<file path="config.mk">
export PLATFORM = sky130hd
export DESIGN_NAME = utf8_bmp_decoder_core
export DESIGN_NICKNAME = d
export VERILOG_FILES = /design/src/sv/u8bmp_pkg.sv /design/src/sv/utf8_bmp_decoder_core.sv /design/src/sv/u8bmp_step.sv
export SDC_FILE = /design/constraint.sdc
export NUM_CORES = 1
export LEC_CHECK = 0
export ABC_AREA = 1
export BUFFER_PORTS_ARGS = -buffer_cell sky130_fd_sc_hd__buf_2
export CORE_MARGIN = 5
export CORE_UTILIZATION = 45
export DETAILED_ROUTE_END_ITERATION = 7
export PLACE_DENSITY = 0.76
export SLEW_MARGIN = 5
export SYNTH_ARGS = -nofsm -noshare
export SYNTH_HDL_FRONTEND = slang
export SYNTH_HIERARCHICAL = 1
export SYNTH_SLANG_ARGS = --single-unit
</file>
<file path="constraint.sdc">
create_clock -name clk -period 3.3 [get_ports clk]
set_clock_uncertainty 0.15 [all_clocks]
set_input_delay 0.825 -clock clk [delete_from_list [all_inputs] [get_ports clk]]
set_output_delay 0.825 -clock clk [all_outputs]
set_load 0.005 [all_outputs]
</file>
<file path="src/sv/u8bmp_pkg.sv">
`timescale 1ns / 1ps

package u8bmp_pkg;

	localparam logic [7:0] ASCII_LIMIT = 8'h80;
	localparam logic [7:0] LEAD2_MIN   = 8'hC2;
	localparam logic [7:0] LEAD3_MIN   = 8'hE0;
	localparam logic [7:0] LEAD_LIMIT  = 8'hF0;
	localparam logic [7:0] E0_CONT_MIN = 8'hA0;
	localparam logic [7:0] CONT_MARK   = 8'h80;

	localparam logic [1:0] LEN_NONE  = 2'd0;
	localparam logic [1:0] LEN_ONE   = 2'd1;
	localparam logic [1:0] LEN_TWO   = 2'd2;
	localparam logic [1:0] LEN_THREE = 2'd3;

	typedef struct packed {
		logic [1:0] bytes_pending;
		logic [9:0] partial_value;
		logic       lead_was_e0;
		logic [1:0] sequence_total;
	} dec_state_t;

	typedef struct packed {
		logic [15:0] code_unit;
		logic        decode_error;
		logic [1:0]  sequence_bytes;
		logic        output_last;
	} dec_result_t;

	localparam dec_state_t STATE_IDLE = '{
		bytes_pending:  2'd0,
		partial_value:  10'd0,
		lead_was_e0:    1'b0,
		sequence_total: LEN_NONE
	};

endpackage

</file>
<file path="src/sv/utf8_bmp_decoder_core.sv">
`timescale 1ns / 1ps

// UTF-8 to 16-bit code unit decoder for one- to three-byte sequences. One byte
// per transaction is taken on the input channel, with input_last marking the
// final byte of a string. A result comes out for every ASCII byte, for the
// byte that completes a multi-byte character, and for every error (bad lead,
// bad or overlong continuation, truncation by input_last); lead and middle
// bytes of a valid sequence give no result. On an error the offending byte is
// dropped and decoding resumes at the next lead. Surrogates pass through.
// Throughput is one byte per cycle unless the output register stalls the input:
// the byte is registered, decoded combinationally against the running sequence
// state, and the result lands in the output register. The output register
// stalls the input register only when it is full and not being taken.

module utf8_bmp_decoder_core import u8bmp_pkg::*; (
	input  logic        clk,
	input  logic        arst_n,
	input  logic        in_valid,
	output logic        in_ready,
	input  logic [7:0]  in_byte,
	input  logic        input_last,
	output logic        out_valid,
	input  logic        out_ready,
	output logic [15:0] code_unit,
	output logic        decode_error,
	output logic [1:0]  sequence_bytes,
	output logic        output_last
);

	logic        valid_s1;
	logic [7:0]  byte_s1;
	logic        last_s1;
	dec_state_t  state_q;
	dec_state_t  state_nxt;
	logic        emit;
	dec_result_t res;
	dec_result_t res_s2;
	logic        valid_s2;
	logic        out_free;
	logic        adv_s1;

	u8bmp_step u_step (
		.cur        (state_q),
		.in_byte    (byte_s1),
		.input_last (last_s1),
		.nxt        (state_nxt),
		.emit       (emit),
		.res        (res)
	);

	assign out_free = !valid_s2 || out_ready;
	assign adv_s1   = valid_s1 && (!emit || out_free);
	assign in_ready = !valid_s1 || adv_s1;

	always_ff @(posedge clk or negedge arst_n) begin
		if (!arst_n) begin
			valid_s1 <= 1'b0;
			valid_s2 <= 1'b0;
			state_q  <= STATE_IDLE;
		end else begin
			if (in_ready) begin
				valid_s1 <= in_valid;
			end
			if (adv_s1) begin
				state_q <= state_nxt;
			end
			if (out_free) begin
				valid_s2 <= adv_s1 && emit;
			end
		end
	end

	always_ff @(posedge clk) begin
		if (in_valid && in_ready) begin
			byte_s1 <= in_byte;
			last_s1 <= input_last;
		end
		if (out_free && adv_s1 && emit) begin
			res_s2 <= res;
		end
	end

	assign out_valid      = valid_s2;
	assign code_unit      = res_s2.code_unit;
	assign decode_error   = res_s2.decode_error;
	assign sequence_bytes = res_s2.sequence_bytes;
	assign output_last    = res_s2.output_last;

endmodule

</file>
<file path="src/sv/u8bmp_step.sv">
`timescale 1ns / 1ps

module u8bmp_step import u8bmp_pkg::*; (
	input  dec_state_t  cur,
	input  logic [7:0]  in_byte,
	input  logic        input_last,
	output dec_state_t  nxt,
	output logic        emit,
	output dec_result_t res
);

	logic [7:0] payload;
	logic       cont_ok;

	always_comb begin
		payload = in_byte ^ CONT_MARK;
		cont_ok = (payload < 8'h40);
		if (cur.bytes_pending[1] && cur.lead_was_e0 && (in_byte < E0_CONT_MIN)) begin
			cont_ok = 1'b0;
		end

		nxt  = cur;
		emit = 1'b0;
		res  = '{
			code_unit:      16'd0,
			decode_error:   1'b1,
			sequence_bytes: LEN_NONE,
			output_last:    input_last
		};

		if (cur.bytes_pending == 2'd0) begin
			if (in_byte < ASCII_LIMIT) begin
				emit               = 1'b1;
				res.code_unit      = {8'd0, in_byte};
				res.decode_error   = 1'b0;
				res.sequence_bytes = LEN_ONE;
			end else if ((in_byte < LEAD2_MIN) || (in_byte >= LEAD_LIMIT) || input_last) begin
				emit = 1'b1;
				nxt  = STATE_IDLE;
			end else if (in_byte < LEAD3_MIN) begin
				nxt.bytes_pending  = 2'd1;
				nxt.partial_value  = {5'd0, in_byte[4:0]};
				nxt.lead_was_e0    = 1'b0;
				nxt.sequence_total = LEN_TWO;
			end else begin
				nxt.bytes_pending  = 2'd2;
				nxt.partial_value  = {6'd0, in_byte[3:0]};
				nxt.lead_was_e0    = (in_byte == LEAD3_MIN);
				nxt.sequence_total = LEN_THREE;
			end
		end else if (!cont_ok) begin
			emit = 1'b1;
			nxt  = STATE_IDLE;
		end else if (cur.bytes_pending[1]) begin
			if (input_last) begin
				emit = 1'b1;
				nxt  = STATE_IDLE;
			end else begin
				nxt.partial_value = {cur.partial_value[3:0], payload[5:0]};
				nxt.bytes_pending = 2'd1;
			end
		end else begin
			emit               = 1'b1;
			res.code_unit      = {cur.partial_value, payload[5:0]};
			res.decode_error   = 1'b0;
			res.sequence_bytes = cur.sequence_total;
			nxt                = STATE_IDLE;
		end
	end

endmodule

</file>
==> impl_results.md <==
* Worst-path clk slew at 80 ps
* Vias in the first global route at 1575
* Final #Nets at 272
* Final setup vio count at 0
* Crit path kind: reg -> out
* Total negative slack at 0 ps
* Cell Rows at 25
* Die area at 6340 µm²
* Diodes inserted at 0
* Most common cell in the synthesized netlist: nand2_1
* Layout cells sized above 1 at 28.1%
* Syn nets at 235
* Die height at 79.6 µm
* Sequential share of power at 52.7%
* Htree depth at 2
* Status: complete, no violations
* Mapped Area at 2180 µm²
* Clock sinks at 46
* Clock latency on the worst-skew pair at 300 ps
* Total vias in the final route at 1578
* Initial Util at 46.2%
* Worst hold path type: in -> async
* RSZ-0062 raised after global routing: false
* Final Hold Fails at 0
* Cell leakage power at 1.16 nW
* Post-synth top area share at 39.9%
* Via density per instance at 4.83
* IO buf count at 34
* Net Sw Frac at 28.8%
* Internal power at 0.00103 W
* Async SR Flop Fraction at 37.0%
* Total wire length at 4250 µm
* Startpoint Class: flip-flop
* Pins over their slew limit at 0
* Total power divided by cell area at 578 nW/µm²
* Rel. slew slack at 64.9%
* R2R Setup Slk at 920 ps
* Combinational power share at 19.4%
* CORE AREA at 4720 µm²
* GRT Total Usage at 15.1%
* Synth Instances at 222
* TritonRoute pass-1 iters at 4
* Syn. warnings at 6
* First-pass GRT wire length at 7430 µm
* Post-synthesis register bit count at 46
* Final HPWL DP at 3030 µm
* Slew at the pin with the worst max-slew slack at 521 ps
* Final cycle utilization of the critical path at 92.1%
* Critical Path Sink Type: output port
* Synth cell types at 24
* Routed WL per cell at 13.0 µm
* Min Tclk post-route at 3040 ps
* Number of flops mapped to enable cells by yosys at 29
* Die Width at 79.6 µm
* Avg Inst Size Synth at 9.83 µm²
* Sw power at 0.000419 W
* Clk network pwr share at 28.0%
* Antenna viol nets, final at 0
* Most common library cells after synthesis: nand2_1 (67), edfxtp_1 (29), nand3_1 (26)
* Synth area leaders: edfxtp_1 (40%), dfrtp_1 (19%), nand2_1 (12%), nand3_1 (6.0%), inv_1 (4.0%)
* Boundary Pins at 35
* Initial antenna violation count at 0
* Area delta synth->final at 15.2%
* Largest vdd supply drop at 290 µV
* Main synth FF type: edfxtp_1
* CTS Buf Count at 5
* CP arrival at 2070 ps
* Clock Tree Root: clkbuf_8
* Post-synthesis sequential area ratio at 59.4%
* Initial DRC Count at 88
* Number of setup buffers added after CTS at 0
* CTS Hold Bufs at 0
* Max-cap viol count at 0
* CTS tree: built
* Cell taking the most area after synthesis: edfxtp_1
* Gr ovfl total at 0
* WP data required at 2320 ps
* Clk buf depth at 2
* Final GP Congestion at 0.897
* Highest Clock Rate at 0.329 GHz
* Largest net degree at the start of global routing at 21
* Fin util at 53.2%
* Drt drc at 0
* # resized after CTS at 0
* CP max FO at 8
-- power by group through the flow --
stage	Clock [W]	Sequential, W	Combinational, W
global placement	0	0.000775	0.000282
floorplan	0	0.000777	0.000178
finish	0.000406	0.000766	0.000281
global route	0.000444	0.000776	0.000322
CTS	0.000416	0.000766	0.000287
detailed placement	0	0.000779	0.000286
-- placed cells by master (no fill, tap or decap), types with 5 or more instances in the layout --
master,n
nand2_1,67
edfxtp_1,29
nor2_2,11
nand3_1,26
o21ai_0,6
clkbuf_8,5
inv_1,23
dfrtp_1,17
nor2_1,11
nor2_4,5
buf_2,34
-- registers in the layout, indices dropped and copies added (netlist names) --
name,count
byte_s1,8
code_unit,16
decode_error,1
last_s1,1
out_valid,1
output_last,1
sequence_bytes,2
state_q,15
valid_s1,1
-- per-layer routing --
| metal | vias up | routed length, µm | GRT usage (%) |
|---|---|---|---|
| li1 | 797 | - | - |
| met1 | 742 | 1940 | 19.3 |
| met2 | 34 | 2060 | 25.7 |
| met3 | 5 | 178 | 2.71 |
| met4 | 0 | 70 | 5.15 |
| met5 | - | 0 | 0 |
-- layout make-up --
type | instances | area [µm²]
clock buffer | 6 | 72.6
clock inverter | 2 | 37.5
fill | 438 | 2210
inverter | 28 | 109
multi-input combinational | 142 | 729
sequential | 46 | 1300
tap | 67 | 83.8
timing repair buffer | 36 | 185
-- critical path, cell delays in order (launching register included) --
cell and delay [ps]:
edfxtp_1 450, inv_1 150, nand3_1 130, nand3_4 140, inv_4 80, o21ai_0 430
nand4_1 210, buf_2 180
-- final timing paths --
kind | startpoint | endpoint | cells after the start
worst max register to register | byte_s1[5] | code_unit[15] | 8
worst min register to register | state_q[11] | state_q[11] | 2
worst max-delay path | byte_s1[5] | in_ready | 7
worst min-delay path | arst_n | state_q[7] | 1
max in group asynchronous | arst_n | state_q[3] | 1
min in group clk | state_q[11] | state_q[11] | 2
-- cells by family (layout without fill, tap and decap cells) --
| kind of cell | after synthesis | count (layout) | share of synthesized area [%] |
|---|---|---|---|
| compound gates | 12 | 12 | 3.67 |
| buf+inv | 34 | 72 | 7.17 |
| flops | 46 | 46 | 59.4 |
| simple gates | 130 | 130 | 29.8 |
-- per-stage QoR --
step | instances | area [µm²] | hold slack [ps] | total power (W) | worst slack (ps)
2_1_floorplan | 222 | 2180 | 292 | 0.000954 | 935
3_3_place_gp | 319 | 2400 | 303 | 0.00106 | 681
3_5_place_dp | 319 | 2400 | 310 | 0.00106 | 584
4_1_cts | 327 | 2510 | 297 | 0.00147 | 258
5_1_grt | 327 | 2510 | 307 | 0.00154 | 146
6_report | 327 | 2510 | 286 | 0.00145 | 260
Note: power is estimated with default switching activity, not from simulation.
